## src/rtl/core/bpc_pkg.sv

```systemverilog
// Shared widths, constants, register codes and stage payload types.
package bpc_pkg;

	// Field widths
	localparam int RAW_W     = 24;
	localparam int CAL_W     = 16;
	localparam int TEMP_W    = 19;
	localparam int PRES_W    = 32;
	localparam int CFG_IDX_W = 3;

	// Internal value widths, sized to the reachable ranges
	localparam int DT_W    = RAW_W + 1;
	localparam int PROD_W  = DT_W + CAL_W + 1;
	localparam int DTSQ_W  = 2 * DT_W;
	localparam int OFF_W   = 35;
	localparam int SENS_W  = 34;
	localparam int T2_W    = 18;
	localparam int SQ_W    = 35;
	localparam int TSQ_W   = 2 * TEMP_W;
	localparam int OFF2_W  = 38;
	localparam int SENS2_W = 37;
	localparam int OFFC_W  = 39;
	localparam int SENSC_W = 38;
	localparam int SPLIT_W = 19;
	localparam int HI_W    = SENSC_W - SPLIT_W;
	localparam int LOP_W   = RAW_W + SPLIT_W;
	localparam int HIP_W   = RAW_W + 1 + HI_W;
	localparam int FULL_W  = 63;

	// Shift amounts of the compensation formula
	localparam int REF_SHIFT       = 8;
	localparam int TEMP_SHIFT      = 23;
	localparam int OFF_SHIFT       = 7;
	localparam int SENS_SHIFT      = 8;
	localparam int OFF_BASE_SHIFT  = 16;
	localparam int SENS_BASE_SHIFT = 15;
	localparam int T2_SHIFT        = 31;
	localparam int PMUL_SHIFT      = 21;
	localparam int PRES_SHIFT      = 15;

	// Temperature thresholds in hundredths of a degree
	localparam logic signed [TEMP_W-1:0] TEMP_REF  = 19'sd2000;
	localparam logic signed [TEMP_W-1:0] TEMP_COLD = -19'sd1500;

	// Second-order correction factors
	localparam logic [OFF2_W-1:0] K_OFF_LOW   = 38'd5;
	localparam logic [OFF2_W-1:0] K_OFF_COLD  = 38'd7;
	localparam logic [OFF2_W-1:0] K_SENS_LOW  = 38'd5;
	localparam logic [OFF2_W-1:0] K_SENS_COLD = 38'd11;

	// Calibration register indexes
	localparam logic [CFG_IDX_W-1:0] CFG_SENS      = 3'd0;
	localparam logic [CFG_IDX_W-1:0] CFG_OFF       = 3'd1;
	localparam logic [CFG_IDX_W-1:0] CFG_SENS_TC   = 3'd2;
	localparam logic [CFG_IDX_W-1:0] CFG_OFF_TC    = 3'd3;
	localparam logic [CFG_IDX_W-1:0] CFG_TREF      = 3'd4;
	localparam logic [CFG_IDX_W-1:0] CFG_TEMP_COEF = 3'd5;

	typedef struct packed {
		logic [CAL_W-1:0] sens;
		logic [CAL_W-1:0] off;
		logic [CAL_W-1:0] sens_tc;
		logic [CAL_W-1:0] off_tc;
		logic [CAL_W-1:0] tref;
		logic [CAL_W-1:0] tc;
	} cal_t;

	// First-order results handed to the correction stages
	typedef struct packed {
		logic signed [TEMP_W-1:0] temp;
		logic signed [OFF_W-1:0]  off;
		logic signed [SENS_W-1:0] sens;
		logic [T2_W-1:0]          t2;
		logic [RAW_W-1:0]         d1;
	} front_t;

	// Corrected terms handed to the pressure stages
	typedef struct packed {
		logic signed [TEMP_W-1:0]  temp;
		logic signed [OFFC_W-1:0]  off;
		logic signed [SENSC_W-1:0] sens;
		logic [RAW_W-1:0]          d1;
	} corr_t;

endpackage

```

## src/rtl/core/bpc_press.sv

```systemverilog
// Pressure stages: split raw-times-sensitivity product, offset removal and scaling.
module bpc_press (
	input  logic                              clk,
	input  logic                              arst_n,
	input  logic                              in_valid,
	output logic                              in_ready,
	input  bpc_pkg::corr_t                    in_data,
	output logic                              out_valid,
	input  logic                              out_ready,
	output logic signed [bpc_pkg::TEMP_W-1:0] temp_centi,
	output logic signed [bpc_pkg::PRES_W-1:0] pressure_pa
);
	import bpc_pkg::*;

	logic v_s1, v_s2, v_s3;
	logic adv_s1, adv_s2, adv_s3;

	logic [LOP_W-1:0]         lo_prod_s1;
	logic signed [HIP_W-1:0]  hi_prod_s1;
	logic signed [FULL_W-1:0] full_s2;
	logic signed [OFFC_W-1:0] off_s1, off_s2;
	logic signed [TEMP_W-1:0] temp_s1, temp_s2, temp_s3;
	logic signed [PRES_W-1:0] pres_s3;

	logic signed [FULL_W-1:0] scaled, diff, pres_full;

	assign adv_s3   = !v_s3 || out_ready;
	assign adv_s2   = !v_s2 || adv_s3;
	assign adv_s1   = !v_s1 || adv_s2;
	assign in_ready = adv_s1;

	assign out_valid   = v_s3;
	assign temp_centi  = temp_s3;
	assign pressure_pa = pres_s3;

	assign scaled    = full_s2 >>> PMUL_SHIFT;
	assign diff      = scaled - FULL_W'(off_s2);
	assign pres_full = diff >>> PRES_SHIFT;

	always_ff @(posedge clk or negedge arst_n) begin
		if (!arst_n) begin
			v_s1 <= 1'b0;
			v_s2 <= 1'b0;
			v_s3 <= 1'b0;
		end else begin
			if (adv_s1) v_s1 <= in_valid;
			if (adv_s2) v_s2 <= v_s1;
			if (adv_s3) v_s3 <= v_s2;
		end
	end

	always_ff @(posedge clk) begin
		if (adv_s1) begin
			// Sensitivity is split into a signed upper half and an unsigned lower half.
			lo_prod_s1 <= LOP_W'(in_data.d1) * LOP_W'(in_data.sens[SPLIT_W-1:0]);
			hi_prod_s1 <= $signed({1'b0, in_data.d1}) * $signed(in_data.sens[SENSC_W-1:SPLIT_W]);
			off_s1     <= in_data.off;
			temp_s1    <= in_data.temp;
		end
		if (adv_s2) begin
			full_s2 <= (FULL_W'(hi_prod_s1) <<< SPLIT_W) + $signed(FULL_W'(lo_prod_s1));
			off_s2  <= off_s1;
			temp_s2 <= temp_s1;
		end
		if (adv_s3) begin
			pres_s3 <= pres_full[PRES_W-1:0];
			temp_s3 <= temp_s2;
		end
	end

endmodule

```

## config.mk

```make
export PLATFORM = sky130hd
export DESIGN_NAME = bpc_press
export DESIGN_NICKNAME = d
export VERILOG_FILES = /design/src/rtl/core/bpc_pkg.sv /design/src/rtl/core/bpc_press.sv
export SDC_FILE = /design/constraint.sdc
export NUM_CORES = 2
export LEC_CHECK = 0
export BUFFER_PORTS_ARGS = -buffer_cell sky130_fd_sc_hd__buf_2
export CAP_MARGIN = 25
export CORE_ASPECT_RATIO = 0.5
export CORE_MARGIN = 2
export CORE_UTILIZATION = 55
export DETAILED_ROUTE_END_ITERATION = 8
export GPL_ROUTABILITY_DRIVEN = 1
export PLACE_DENSITY = 0.8
export SLEW_MARGIN = 5
export SYNTH_ARGS = -nofsm -noshare
export SYNTH_HDL_FRONTEND = slang
export SYNTH_SLANG_ARGS = --single-unit
```

## constraint.sdc

```tcl
create_clock -name clk -period 6 [get_ports clk]
set_input_delay 0.6 -clock clk [delete_from_list [all_inputs] [get_ports clk]]
set_output_delay 0.6 -clock clk [all_outputs]
set_load 0.01 [all_outputs]
```

Yosys cells after proc, flatten, opt, wreduce, memory -nomap -nowiden
Cells that the tools add are included.
Word-level totals
  flip-flop bits (word level): 320
  input bits: 124
  output and inout bits: 53
Cells by class
  add/subtract/negate cells: 2
  $mul: 2
  reductions and logical operators: 6
Operator list (number)
  63-bit by 44-bit adder with 63-bit output: 1
  25-bit by 19-bit multiplier with 44-bit output: 1
  24-bit by 19-bit multiplier with 43-bit output: 1
  42-bit by 39-bit subtractor with 43-bit output: 1
  1-bit zero test: 3
  1-bit logical OR: 3

Longest topological paths before layout
  depth after elaboration: 4
  mapped depth: 27

Worst setup path after synthesis
OpenSTA, ideal clock, no wires.
  kind: input port to flip-flop
  start point: input in_data[7] in the netlist's numbering
  end point: register hi_prod_s1[42], data pin
  setup time: 262 ps
  arrival: 6746 ps
  required time: 5738 ps
  path slack: -1008 ps
  stages: 25
  path buffers: 3
  path through: clkbuf_1 clkbuf_1 nand2_1 fa_1 inv_1 fa_1 inv_1 fa_1 inv_1 fa_1 fa_1 fa_1 fa_1 ha_1 clkbuf_1 a21o_1 a21o_1 a21oi_1 o311a_1 o21ai_1 a211oi_2 o21bai_1 a221oi_1 o21ai_1 xor2_1
Between the ends
  word-level cells in the longest chain between the ends: 1
Ends and longest elaborated chain
  start: declaration: line bpc_press.sv:7  | input bpc_pkg::corr_t in_data,
  25-bit by 19-bit multiplier with 44-bit output: line bpc_press.sv:56  | hi_prod_s1 <= $signed({1'b0, in_data.d1}) * $signed(in_data.sens[SENSC_W-1:SPLIT_W]);
  end signal: assignment: line bpc_press.sv:56
  end: declaration: line bpc_press.sv:19  | logic signed [HIP_W-1:0] hi_prod_s1;
No other way between the ends.
A chain may end at the register's enable or synchronous reset.

Final worst setup path
  start point: input in_data[10] in the netlist's numbering
  end point: register lo_prod_s1[34], data pin
Between the ends
  word-level cells in the longest chain between the ends: 1
Ends and longest elaborated chain
  24-bit by 19-bit multiplier with 43-bit output: line bpc_press.sv:55  | lo_prod_s1 <= LOP_W'(in_data.d1) * LOP_W'(in_data.sens[SPLIT_W-1:0]);
  end signal: assignment: line bpc_press.sv:55
  end: declaration: line bpc_press.sv:18  | logic [LOP_W-1:0] lo_prod_s1;
No other way between the ends.

==> metrics.cfg <==
[die]
dieArea_sq_mm=0.0760
die_y_um=196
io_pins=177
core_area_sq_mm=0.0730
rows=70
start_util=0.555
die_w_um=388

[timing]
hold_violations=0
final-setup-viol-count=30
rsz0062_at_grt=true
relSlewSlack=0.418
finalSetupTns_ns=-6.56
timing.final.crit_share=1.09
max_freq_mhz=154
drv_slew=0
period_needed_ns=6.51
skew_ns=0.0185
worst_pin_slew_ns=0.873
finalWorstSetupSlack_ns=-0.513

[logic_synthesis]
synth_top_family_by_area=adder cells
ys_ff_latch=276
ys_seq_area_frac=0.204
synth_cell_type_count=66
synth_fp_nets=5269
synthCells=4040
synth_flop_cell=edfxtp_1
yosys_warnings=0
synthSimpleGateAreaFrac=0.140
async_flop_share=0.0109
synth_compound_area_frac=0.0507
synth-edff-count=273
syn_avg_cell_area_sq_um=10.0
synth_fa_ha_area_frac=0.479
synth.area.mux_share=0
netlist_area_sq_mm=0.0405
synth_xor_area_frac=0.0251

[routing]
ant_nets=0
wl_per_cell_um=19.6
via_per_inst=5.47
drc=0
drtPass1Iterations=6
drt_iter0_markers=2455
drt_wl_total_um=108000
vias=30232

[placement]
place_area_sq_mm=0.0453
routabilityCongestion=0.951
port_buffers=176
post-dp-hpwl_um=84100
pre_cts_slack_ns=-1.02

[worst_setup_path]
path_buf_inv=8
cp_data_required_time_ns=6.30
cpMostUsedCell=fa_1
cp.arrival_ns=6.82
cp_top_family=adder cells
crit_path_max_fanout=6
cp_slowest_stage_delay_ns=0.66
cp-end-kind=flip-flop
slowest_stage=fa_2
cp-start-kind=primary input
path_class=in2reg

[clocking]
cts-root-buf=clkbuf_16
numCtsBuffers=29
htreeDepth=1
clk_latency_ns=0.57
cts_tree=yes
clkTransAtPathRegs_ns=0.07
clock_path_buffers=3
clock-sinks=276

[grt]
top_usage_layer=met2
grt_pass1_wl_um=168000
grt_use_met2=0.463
use_met1=0.374
grt_pass1_vias=32142
gr-total-overflow=0
grt_use_met3=0.0501
antenna_found_initial=7
grt_max_degree=72
grt_use_total=0.280

[worst_hold_path]
hp-class=in2reg

[status]
violations=setup timing
status=complete, but fails checks

[final_layout]
final_area_sq_mm=0.0485
finalNetCount=5756
drive_gt1_frac=0.204
final_core_util=0.665
area_growth_pct=19.8

[flow_run]
drv_cap=0

-- placed cells by master, fill, tap and decap left out, types with 32 or more instances in the layout --
cell type and instances:
a21o_1 68, a21oi_1 62, and2_1 328, buf_12 37, buf_2 129, buf_4 417, buf_6 37, clkbuf_16 32
edfxtp_1 273, fa_1 710, fa_2 35, ha_1 325, ha_4 34, inv_1 860, nand2_1 569, nand3_1 32
nor2_1 53, xnor2_1 78, xor2_1 34
-- path summary, 6_finish.rpt --
path / end / from / slack, ns / cells past startpoint
hold reg to reg: temp_s2[8] / temp_s1[8] / 0.42 / 0
min in group asynchronous: out_valid / arst_n / 0.35 / 2
hold / removal: temp_s1[14] / in_data[115] / 0.20 / 1
setup / recovery: lo_prod_s1[34] / in_data[10] / -0.51 / 25
max in group asynchronous: v_s1 / arst_n / 5.54 / 2
setup reg to reg: pressure_pa[25] / full_s2[32] / 2.58 / 11
-- timing repair --
action / in CTS / in global routing
pin swaps: 83 / 85
gates cloned: 2 / 3
buffers inserted: 43 / 29
hold buffers: 1 / 0
setup endpoints to repair: 33 / 36
resized for setup: 250 / 127
endpoints found under the hold margin: 3 / 0
-- worst reg2reg max path: cells and delay by family, from the launching register on --
kind | cells | cell delay [ns]
DFF | 1 | 0.39
AOI/OAI and AO/OA | 7 | 2.06
adders and majority gates | 1 | 0.33
and+or+nand+nor | 3 | 0.40
-- state kept, by name (all words and copies together) (netlist names) --
| signal | flops |
|---|---|
| hi_prod_s1 | 44 |
| v_s1 | 1 |
| temp_centi | 19 |
| temp_s2 | 19 |
| off_s2 | 39 |
| v_s2 | 1 |
| off_s1 | 39 |
| full_s2 | 42 |
| temp_s1 | 19 |
| lo_prod_s1 | 24 |
| out_valid | 1 |
| pressure_pa | 28 |
-- per-stage QoR --
step	hold slack [ns]	std cells
after floorplan	0.304	4040
after global placement	0.399	5399
after detailed placement	0.401	5400
after CTS	0.183	5497
after global routing	0.182	5522
final	0.202	5525
-- logic make-up (layout without fill, tap and decap cells) --
group | count (synthesis) | count (layout)
AO/OA/AOI/OAI | 298 | 298
buffers and inverters | 1075 | 1584
other | 0 | 4
AND/OR/NAND/NOR | 1170 | 1170
XOR/XNOR | 116 | 116
adder cells (fa/ha/maj) | 1105 | 1105
flip-flops | 276 | 276
-- metal layers --
layer | share of wire | wire (um) | vias to the layer above
met5 | 0 | 0 | -
met4 | 0.041 | 4390 | 0
met3 | 0.098 | 10600 | 352
met2 | 0.47 | 50500 | 1518
met1 | 0.40 | 42800 | 15085
li1 | - | - | 13277
-- cells in the mapped netlist, drive strengths merged, types with 22 or more instances --
cell | number | area share
nor2b | 30 | 0.0046
xnor2 | 80 | 0.017
fa | 745 | 0.37
xor2 | 36 | 0.0078
nor3 | 25 | 0.0031
inv | 882 | 0.082
a21oi | 81 | 0.010
nand2b | 22 | 0.0036
o21a | 25 | 0.0046
nand3 | 35 | 0.0043
clkbuf | 187 | 0.017
edfxtp | 273 | 0.20
nand2 | 583 | 0.054
nor2 | 63 | 0.0058
and2 | 351 | 0.054
ha | 360 | 0.11
o21ai | 46 | 0.0057
a21o | 70 | 0.013
-- final cells by class --
cell class              count  area (sq um)
clock buffers              34           744
multi-input cells        2689         29300
flip-flops and latches    276          8270
clock inverters            19           226
diodes                      4          10.0
fillers                  5201         24500
well taps                 972          1220
inverters                 882          3310
repair buffers            649          5430
Power is not shown: default switching activity piles up to over one toggle a cycle in this logic, so the estimate is an artifact.
