==> src/rtl/core/bpc_pkg.sv <==
// Shared widths, constants, register codes and stage payload types.
package bpc_pkg;

	// Field widths
	localparam int RAW_W     = 24;
	localparam int CAL_W     = 16;
	localparam int TEMP_W    = 19;
	localparam int PRES_W    = 32;
	localparam int CFG_IDX_W = 3;

	// Internal value widths, sized to the reachable ranges
	localparam int DT_W    = RAW_W + 1;
	localparam int PROD_W  = DT_W + CAL_W + 1;
	localparam int DTSQ_W  = 2 * DT_W;
	localparam int OFF_W   = 35;
	localparam int SENS_W  = 34;
	localparam int T2_W    = 18;
	localparam int SQ_W    = 35;
	localparam int TSQ_W   = 2 * TEMP_W;
	localparam int OFF2_W  = 38;
	localparam int SENS2_W = 37;
	localparam int OFFC_W  = 39;
	localparam int SENSC_W = 38;
	localparam int SPLIT_W = 19;
	localparam int HI_W    = SENSC_W - SPLIT_W;
	localparam int LOP_W   = RAW_W + SPLIT_W;
	localparam int HIP_W   = RAW_W + 1 + HI_W;
	localparam int FULL_W  = 63;

	// Shift amounts of the compensation formula
	localparam int REF_SHIFT       = 8;
	localparam int TEMP_SHIFT      = 23;
	localparam int OFF_SHIFT       = 7;
	localparam int SENS_SHIFT      = 8;
	localparam int OFF_BASE_SHIFT  = 16;
	localparam int SENS_BASE_SHIFT = 15;
	localparam int T2_SHIFT        = 31;
	localparam int PMUL_SHIFT      = 21;
	localparam int PRES_SHIFT      = 15;

	// Temperature thresholds in hundredths of a degree
	localparam logic signed [TEMP_W-1:0] TEMP_REF  = 19'sd2000;
	localparam logic signed [TEMP_W-1:0] TEMP_COLD = -19'sd1500;

	// Second-order correction factors
	localparam logic [OFF2_W-1:0] K_OFF_LOW   = 38'd5;
	localparam logic [OFF2_W-1:0] K_OFF_COLD  = 38'd7;
	localparam logic [OFF2_W-1:0] K_SENS_LOW  = 38'd5;
	localparam logic [OFF2_W-1:0] K_SENS_COLD = 38'd11;

	// Calibration register indexes
	localparam logic [CFG_IDX_W-1:0] CFG_SENS      = 3'd0;
	localparam logic [CFG_IDX_W-1:0] CFG_OFF       = 3'd1;
	localparam logic [CFG_IDX_W-1:0] CFG_SENS_TC   = 3'd2;
	localparam logic [CFG_IDX_W-1:0] CFG_OFF_TC    = 3'd3;
	localparam logic [CFG_IDX_W-1:0] CFG_TREF      = 3'd4;
	localparam logic [CFG_IDX_W-1:0] CFG_TEMP_COEF = 3'd5;

	typedef struct packed {
		logic [CAL_W-1:0] sens;
		logic [CAL_W-1:0] off;
		logic [CAL_W-1:0] sens_tc;
		logic [CAL_W-1:0] off_tc;
		logic [CAL_W-1:0] tref;
		logic [CAL_W-1:0] tc;
	} cal_t;

	// First-order results handed to the correction stages
	typedef struct packed {
		logic signed [TEMP_W-1:0] temp;
		logic signed [OFF_W-1:0]  off;
		logic signed [SENS_W-1:0] sens;
		logic [T2_W-1:0]          t2;
		logic [RAW_W-1:0]         d1;
	} front_t;

	// Corrected terms handed to the pressure stages
	typedef struct packed {
		logic signed [TEMP_W-1:0]  temp;
		logic signed [OFFC_W-1:0]  off;
		logic signed [SENSC_W-1:0] sens;
		logic [RAW_W-1:0]          d1;
	} corr_t;

endpackage

==> src/rtl/core/bpc_corr.sv <==
// Second-order correction stages for low and very low temperatures.
module bpc_corr (
	input  logic            clk,
	input  logic            arst_n,
	input  logic            in_valid,
	output logic            in_ready,
	input  bpc_pkg::front_t in_data,
	output logic            out_valid,
	input  logic            out_ready,
	output bpc_pkg::corr_t  out_data
);
	import bpc_pkg::*;

	logic v_s1, v_s2, v_s3, v_s4;
	logic adv_s1, adv_s2, adv_s3, adv_s4;

	logic signed [TEMP_W-1:0] x_low_s1, x_cold_s1;
	logic                     low_s1, cold_s1, low_s2, cold_s2;
	logic signed [TEMP_W-1:0] temp_s1, temp_s2, temp_s3;
	logic signed [OFF_W-1:0]  off_s1, off_s2, off_s3;
	logic signed [SENS_W-1:0] sens_s1, sens_s2, sens_s3;
	logic [RAW_W-1:0]         d1_s1, d1_s2, d1_s3;
	logic signed [TSQ_W-1:0]  sq_low_s2, sq_cold_s2;
	logic [OFF2_W-1:0]        off2_s3;
	logic [SENS2_W-1:0]       sens2_s3;
	corr_t                    res_s4;

	logic              in_low, in_cold;
	logic [OFF2_W-1:0] sq_low, sq_cold;
	logic [OFF2_W-1:0] off_a, off_b, sens_a, sens_b, sens2_sum;

	assign adv_s4   = !v_s4 || out_ready;
	assign adv_s3   = !v_s3 || adv_s4;
	assign adv_s2   = !v_s2 || adv_s3;
	assign adv_s1   = !v_s1 || adv_s2;
	assign in_ready = adv_s1;

	assign out_valid = v_s4;
	assign out_data  = res_s4;

	assign in_low  = in_data.temp < TEMP_REF;
	assign in_cold = in_data.temp < TEMP_COLD;

	// Both squares are below 2^35 in every reachable case.
	assign sq_low  = OFF2_W'(sq_low_s2[SQ_W-1:0]);
	assign sq_cold = OFF2_W'(sq_cold_s2[SQ_W-1:0]);

	assign off_a     = low_s2  ? ((sq_low * K_OFF_LOW) >> 1)   : '0;
	assign off_b     = cold_s2 ? (sq_cold * K_OFF_COLD)         : '0;
	assign sens_a    = low_s2  ? ((sq_low * K_SENS_LOW) >> 2)   : '0;
	assign sens_b    = cold_s2 ? ((sq_cold * K_SENS_COLD) >> 1) : '0;
	assign sens2_sum = sens_a + sens_b;

	always_ff @(posedge clk or negedge arst_n) begin
		if (!arst_n) begin
			v_s1 <= 1'b0;
			v_s2 <= 1'b0;
			v_s3 <= 1'b0;
			v_s4 <= 1'b0;
		end else begin
			if (adv_s1) v_s1 <= in_valid;
			if (adv_s2) v_s2 <= v_s1;
			if (adv_s3) v_s3 <= v_s2;
			if (adv_s4) v_s4 <= v_s3;
		end
	end

	always_ff @(posedge clk) begin
		if (adv_s1) begin
			x_low_s1  <= in_data.temp - TEMP_REF;
			x_cold_s1 <= in_data.temp - TEMP_COLD;
			low_s1    <= in_low;
			cold_s1   <= in_cold;
			// The reported temperature takes the T2 term but the thresholds do not.
			temp_s1   <= in_data.temp - (in_low ? $signed({1'b0, in_data.t2}) : '0);
			off_s1    <= in_data.off;
			sens_s1   <= in_data.sens;
			d1_s1     <= in_data.d1;
		end
		if (adv_s2) begin
			sq_low_s2  <= x_low_s1 * x_low_s1;
			sq_cold_s2 <= x_cold_s1 * x_cold_s1;
			low_s2     <= low_s1;
			cold_s2    <= cold_s1;
			temp_s2    <= temp_s1;
			off_s2     <= off_s1;
			sens_s2    <= sens_s1;
			d1_s2      <= d1_s1;
		end
		if (adv_s3) begin
			off2_s3  <= off_a + off_b;
			sens2_s3 <= sens2_sum[SENS2_W-1:0];
			temp_s3  <= temp_s2;
			off_s3   <= off_s2;
			sens_s3  <= sens_s2;
			d1_s3    <= d1_s2;
		end
		if (adv_s4) begin
			res_s4.temp <= temp_s3;
			res_s4.off  <= OFFC_W'(off_s3) - $signed({1'b0, off2_s3});
			res_s4.sens <= SENSC_W'(sens_s3) - $signed({1'b0, sens2_s3});
			res_s4.d1   <= d1_s3;
		end
	end

endmodule

==> config.mk <==
export PLATFORM = sky130hd
export DESIGN_NAME = bpc_corr
export DESIGN_NICKNAME = d
export VERILOG_FILES = /design/src/rtl/core/bpc_pkg.sv /design/src/rtl/core/bpc_corr.sv
export SDC_FILE = /design/constraint.sdc
export NUM_CORES = 2
export LEC_CHECK = 0
export BUFFER_PORTS_ARGS = -buffer_cell sky130_fd_sc_hd__buf_2
export CORE_ASPECT_RATIO = 1.75
export CORE_UTILIZATION = 35
export CTS_CLUSTER_DIAMETER = 80
export CTS_CLUSTER_SIZE = 30
export DETAILED_ROUTE_END_ITERATION = 7
export HOLD_SLACK_MARGIN = 0.08
export SYNTH_ARGS = -nofsm -noshare
export SYNTH_HDL_FRONTEND = slang
export SYNTH_SLANG_ARGS = --single-unit
export TNS_END_PERCENT = 10
==> constraint.sdc <==
create_clock -name clk -period 11.29 [get_ports clk]
set_clock_uncertainty 0.15 [all_clocks]
set_input_delay 1.129 -clock clk [delete_from_list [all_inputs] [get_ports clk]]
set_output_delay 1.129 -clock clk [all_outputs]
set_load 0.02 [all_outputs]
-- Word-level counts from Yosys, hierarchy flattened
Cells that the tools add are included.
W data, S select, Z words.
- bits in registers: 647
- input bits: 134
- output and inout port bits: 122
- word-level logic and storage cells: 57
- muxes and demuxes: 5
- reductions and logical operators: 8
- $add $sub $neg: 7
- $lt $le $gt $ge: 2
- multiply operators: 5
- operators by type and width (kind ; number):
    $mul A35 B3 Y38 const B ; 2
    $mux W37 ; 2
    $mul A19 B19 Y35 ; 2
    $sub A35 B39 Y39 ; 1
    $add A37 B38 Y38 ; 1
    $lt A19 B12 Y1 const B ; 2
    $mul A35 B4 Y38 const B ; 1
    $mux W38 ; 1
    $sub A19 B12 Y19 const B ; 2
    $sub A34 B38 Y38 ; 1
    $add A36 B37 Y37 ; 1
    $mux W36 ; 1
    $sub A19 B18 Y19 ; 1
    $mux W18 ; 1
    $logic_not A1 Y1 ; 4
    $logic_or A1 B1 Y1 ; 4

-- Depth between registers and ports, before layout
- word-level depth: 5
- gate-level depth with buffers: 27
- mapped depth without buffers: 27

-- Worst setup path before layout
No wires, ideal clock.
- kind: input port to flip-flop
- start: input port out_ready
- end: register cold_s1, enable pin
- path buffers: 0
- library setup time: 2.013 ns
- slack: 3.481 ns
- stages: 2
- data arrival time: 5.646 ns
- required time: 9.127 ns
- cell sequence: nor2b_1 -> nand4_1
- cells in the longest elaborated chain, start to end: 4
- ends and longest elaborated chain (element ; RTL line ; text):
    start: declaration ; bpc_corr.sv:9 ; input logic out_ready,
    $logic_or A1 B1 Y1 ; bpc_corr.sv:32 ; assign adv_s4 = !v_s4 || out_ready;
    $logic_or A1 B1 Y1 ; bpc_corr.sv:33 ; assign adv_s3 = !v_s3 || adv_s4;
    $logic_or A1 B1 Y1 ; bpc_corr.sv:34 ; assign adv_s2 = !v_s2 || adv_s3;
    $logic_or A1 B1 Y1 ; bpc_corr.sv:35 ; assign adv_s1 = !v_s1 || adv_s2;
    via in_ready ; bpc_corr.sv:6 ; output logic in_ready,
    end signal: assignment ; bpc_corr.sv:73 ; cold_s1 <= in_cold;
    end: declaration ; bpc_corr.sv:18 ; logic low_s1, cold_s1, low_s2, cold_s2;
The timed path passes the listed nets, and every way through them passes these cells.
A chain may end at the register's enable or synchronous reset.

-- Final worst setup path
- start: register x_cold_s1[3]
- end: register sq_cold_s2[34] (data pin)
- cells in the longest elaborated chain, start to end: 1
- ends and longest elaborated chain (element ; RTL line ; text):
    start: declaration ; bpc_corr.sv:17 ; logic signed [TEMP_W-1:0] x_low_s1, x_cold_s1;
    start signal: assignment ; bpc_corr.sv:71 ; x_cold_s1 <= in_data.temp - TEMP_COLD;
    $mul A19 B19 Y35 ; bpc_corr.sv:82 ; sq_cold_s2 <= x_cold_s1 * x_cold_s1;
    end signal: assignment ; bpc_corr.sv:82 ;
    end: declaration ; bpc_corr.sv:23 ; logic signed [TSQ_W-1:0] sq_low_s2, sq_cold_s2;
No other way between the ends.

==> results.tsv <==
stage	metric	value	unit
outcome	result of the run	complete, no violations	
clock_tree	cell at the root of the clock tree	sky130_fd_sc_hd__clkbuf_16	
sta	headroom to the max-slew limit	21.1	%
setup_path	path depth of the worst reg2reg path	23	
sta	number of hold-slack violations in the final timing report	0	
setup_path	Critical-path top delay cell	sky130_fd_sc_hd__edfxtp_1	
placed_design	input/output buffers	255	
synthesis	top cell type by total area after synthesis	sky130_fd_sc_hd__edfxtp_1	
global_routing	Remaining Overflow, GRT	0	
setup_path	worst reg2reg setup slack	3260	ps
global_routing	wire length of the first global-routing pass	217000	µm
setup_path	Critical Path Max Stage Delay	940	ps
clock_tree	number of buffers created by CTS	37	
drt	WL final	136000	µm
drt	DRC Markers	0	
setup_path	crit path to	sq_cold_s2[34]	
setup_path	Stages on worst setup path	23	
drt	Pre-antenna DRT Iters	6	
synthesis	leading post-synthesis cells by cell area	sky130_fd_sc_hd__edfxtp_1 (33%), sky130_fd_sc_hd__fa_1 (24%), sky130_fd_sc_hd__ha_1 (12%)	
floorplanning	initial standard-cell utilization of the core	35.2	%
synthesis	portion of synthesized cell area occupied by the leading cell type	32.7	%
cells_and_area	Area growth syn-to-layout	8.86	%
drt	overall via count from detail_route	37700	
setup_path	sort of element at the start of the critical path	flop	
sta	final critical path time including I/O delays and setup	8030	ps
setup_path	launch point of the worst reg-to-reg path	x_cold_s1[3]	
clock_tree	clock sink count	640	
sta	transition time at the pin with the least slew margin	1180	ps
synthesis	leading cell types by count after synthesis	sky130_fd_sc_hd__inv_1 (1,028), sky130_fd_sc_hd__fa_1 (690), sky130_fd_sc_hd__edfxtp_1 (636)	
setup_path	Buf/Inv on CP	3	
sta	Min Hold Slack	136	ps
sta	Setup-failing EPs final	0	
setup_path	Cell Chain, Critical Path	inv_1 -> nor2_1 -> fa_1 -> fa_1 -> inv_1 -> fa_1 -> inv_1 -> fa_1 -> fa_1 -> fa_1 -> fa_1 -> ha_1 -> a21o_1 -> a21o_1 -> a21o_1 -> a21oi_1 -> o21ai_0 -> a311o_1 -> a21oi_1 -> o21ai_1 -> a211oi_1 -> a21oi_1 -> xnor2_1	
sta	count of final max-slew check failures	0	
synthesis	post-synth design cell area	58400	µm²
clock_tree	setup repair bufs after CTS	0	
setup_path	category of the worst setup path capture point	flop	
synthesis	sequential area share after synthesis	32.9	%
drt	DR iter-0 viols	1780	
drt	via-per-instance ratio	4.85	
floorplanning	number of placed I/O pins	256	
sta	fin crit share	71.1	%
hold_path	min-delay worst type	input pin to asynchronous set/reset pin	
setup_path	Max Fanout on Critical Path	18	
job	max_cap viols	0	
cells_and_area	register area	19200	µm²
clock_tree	H-Tree Depth	2	
synthesis	count of mapped cells out of synthesis	5326	
sta	Max Fclk	125	MHz
synthesis	leading cell type by number of instances after synthesis	sky130_fd_sc_hd__inv_1	
synthesis	Async SR Flop Fraction	0.625	%
clock_tree	largest buffer count on any clock path	3	
global_routing	via count of the first global-routing pass	41100	
clock_tree	clock latency of the later-clocked register in the worst-skew pair	640	ps
synthesis	number of distinct library cells after synthesis	87	
setup_path	category of the most critical setup path	flop to flop	
cells_and_area	layout cells sized above 1	6.73	%
drt	number of nets still failing antenna checks after routing	0	
setup_path	arrival time worst endpoint	8240	ps
setup_path	start point of the critical path	x_cold_s1[3]	
cells_and_area	Final #Nets	6958	
clock_tree	number of buffers inserted for hold repair after clock tree synthesis	0	
synthesis	Warnings, synthesis	0	
floorplanning	vertical die dimension	542	µm
global_routing	antenna violations before repair	3	
floorplanning	Chip Width	311	µm
setup_path	Critical R2R Capture	sq_cold_s2[34]	
clock_tree	clock slew at the register clock pins of the worst setup and hold paths	100	ps
floorplanning	Die Area	169000	µm²
synthesis	EDFF count, synth	636	
placed_design	last weighted congestion value of the routability-driven placer	0.897	
sta	setup repair after global routing missed its margin	false	
setup_path	WP data required	11500	ps
synthesis	Avg Synthesized Cell Area	11.0	µm²
placed_design	Detailed Place HPWL	111000	µm
global_routing	maximum number of pins on one net before global-route repair	97	
setup_path	family with the most delay on the worst path	adder cells	
synthesis	count of state elements after synthesis	640	
clock_tree	count of cells resized by post-cts repair	0	
setup_path	library cell appearing most often on the critical path	sky130_fd_sc_hd__fa_1	
synthesis	dominant synthesized flop cell	sky130_fd_sc_hd__edfxtp_1	
cells_and_area	area of the multi-input gates	35000	µm²
sta	total negative slack	0	ps
cells_and_area	Fillers	16200	
floorplanning	area of the core	166000	µm²
clock_tree	TritonCTS clock tree	built	
global_routing	total global routing track utilization	16.4	%
floorplanning	number of placement rows	198	
drt	routed length per instance	17.5	µm
cell usage in the layout (no fill, tap or decap), drive strengths merged, types with 15 or more instances in the layout:
cell type | Yosys | routed
a211oi | 28 | 28
a21o | 154 | 154
a21oi | 248 | 248
a31oi | 28 | 28
and2 | 149 | 149
and3 | 26 | 26
buf | 2 | 282
clkbuf | 95 | 38
edfxtp | 636 | 636
fa | 690 | 690
ha | 581 | 581
inv | 1029 | 1040
nand2 | 370 | 370
nand2b | 53 | 53
nand3 | 53 | 53
nand4 | 16 | 16
nor2 | 248 | 248
nor2b | 61 | 61
nor3 | 56 | 56
o21a | 49 | 49
o21ai | 133 | 133
o21bai | 41 | 41
or2 | 15 | 15
xnor2 | 241 | 241
xor2 | 120 | 120
worst min-delay path by stage:
| stage | start | endpoint | depth (start not counted) |
|---|---|---|---|
| 4_1_cts | arst_n | out_valid | 1 |
| 6_report | arst_n | out_valid | 1 |
| 3_3_place_gp | sens_s1[4] | sens_s2[4] | 0 |
| 3_5_place_dp | d1_s1[15] | d1_s2[15] | 0 |
| 2_1_floorplan | cold_s1 | cold_s2 | 0 |
| 5_1_grt | arst_n | v_s3 | 1 |
sequential cells by signal, indices dropped and copies added (netlist names), 35 cells and up:
signal and flops:
out_data 120, off2_s3 38, sens2_s3 36, off_s1 35, off_s2 35, off_s3 35
final cells by class:
class	instances	area share (%)
Multi-Input combinational cell	3563	55.1
Sequential cell	640	30.2
Inverter	1029	6.08
Tap cell	2200	4.33
Timing Repair Buffer	282	2.35
Clock buffer	38	1.46
Clock inverter	20	0.506
Antenna cell	2	0.00787
through the flow:
| stage | util, % | cell area, µm² | setup WS [ps] | cells |
|---|---|---|---|---|
| after global placement | 37.6 | 62300 | 3390 | 7714 |
| after floorplan | - | 58400 | 3480 | 5329 |
| final | 38.3 | 63600 | 3260 | 7774 |
| after detailed placement | 37.6 | 62300 | 3270 | 7714 |
| after global routing | 38.3 | 63600 | 2860 | 7773 |
| after CTS | 38.3 | 63600 | 3210 | 7772 |
metal layers:
| metal | track usage [%] | vias up | share of wire (%) |
|---|---|---|---|
| met1 | 17.2 | 18800 | 38 |
| met5 | 0 | - | 0.015 |
| met2 | 32.3 | 675 | 54 |
| met3 | 1.59 | 242 | 2.7 |
| li1 | - | 18000 | - |
| met4 | 7.68 | 4 | 5.0 |
kinds of logic after synthesis:
kind of cell / count (synthesis) / share of synthesized area [%]
buf+inv: 1126 / 7.24
compound gates: 817 / 9.21
simple gates: 1105 / 9.08
other cells: 1 / 0.00642
fa+ha+maj: 1271 / 36.1
xor+xnor: 361 / 5.41
flops: 640 / 32.9
mux: 5 / 0.0900
Power is not shown: default switching activity piles up to over one toggle a cycle in this logic, so the estimate is an artifact.
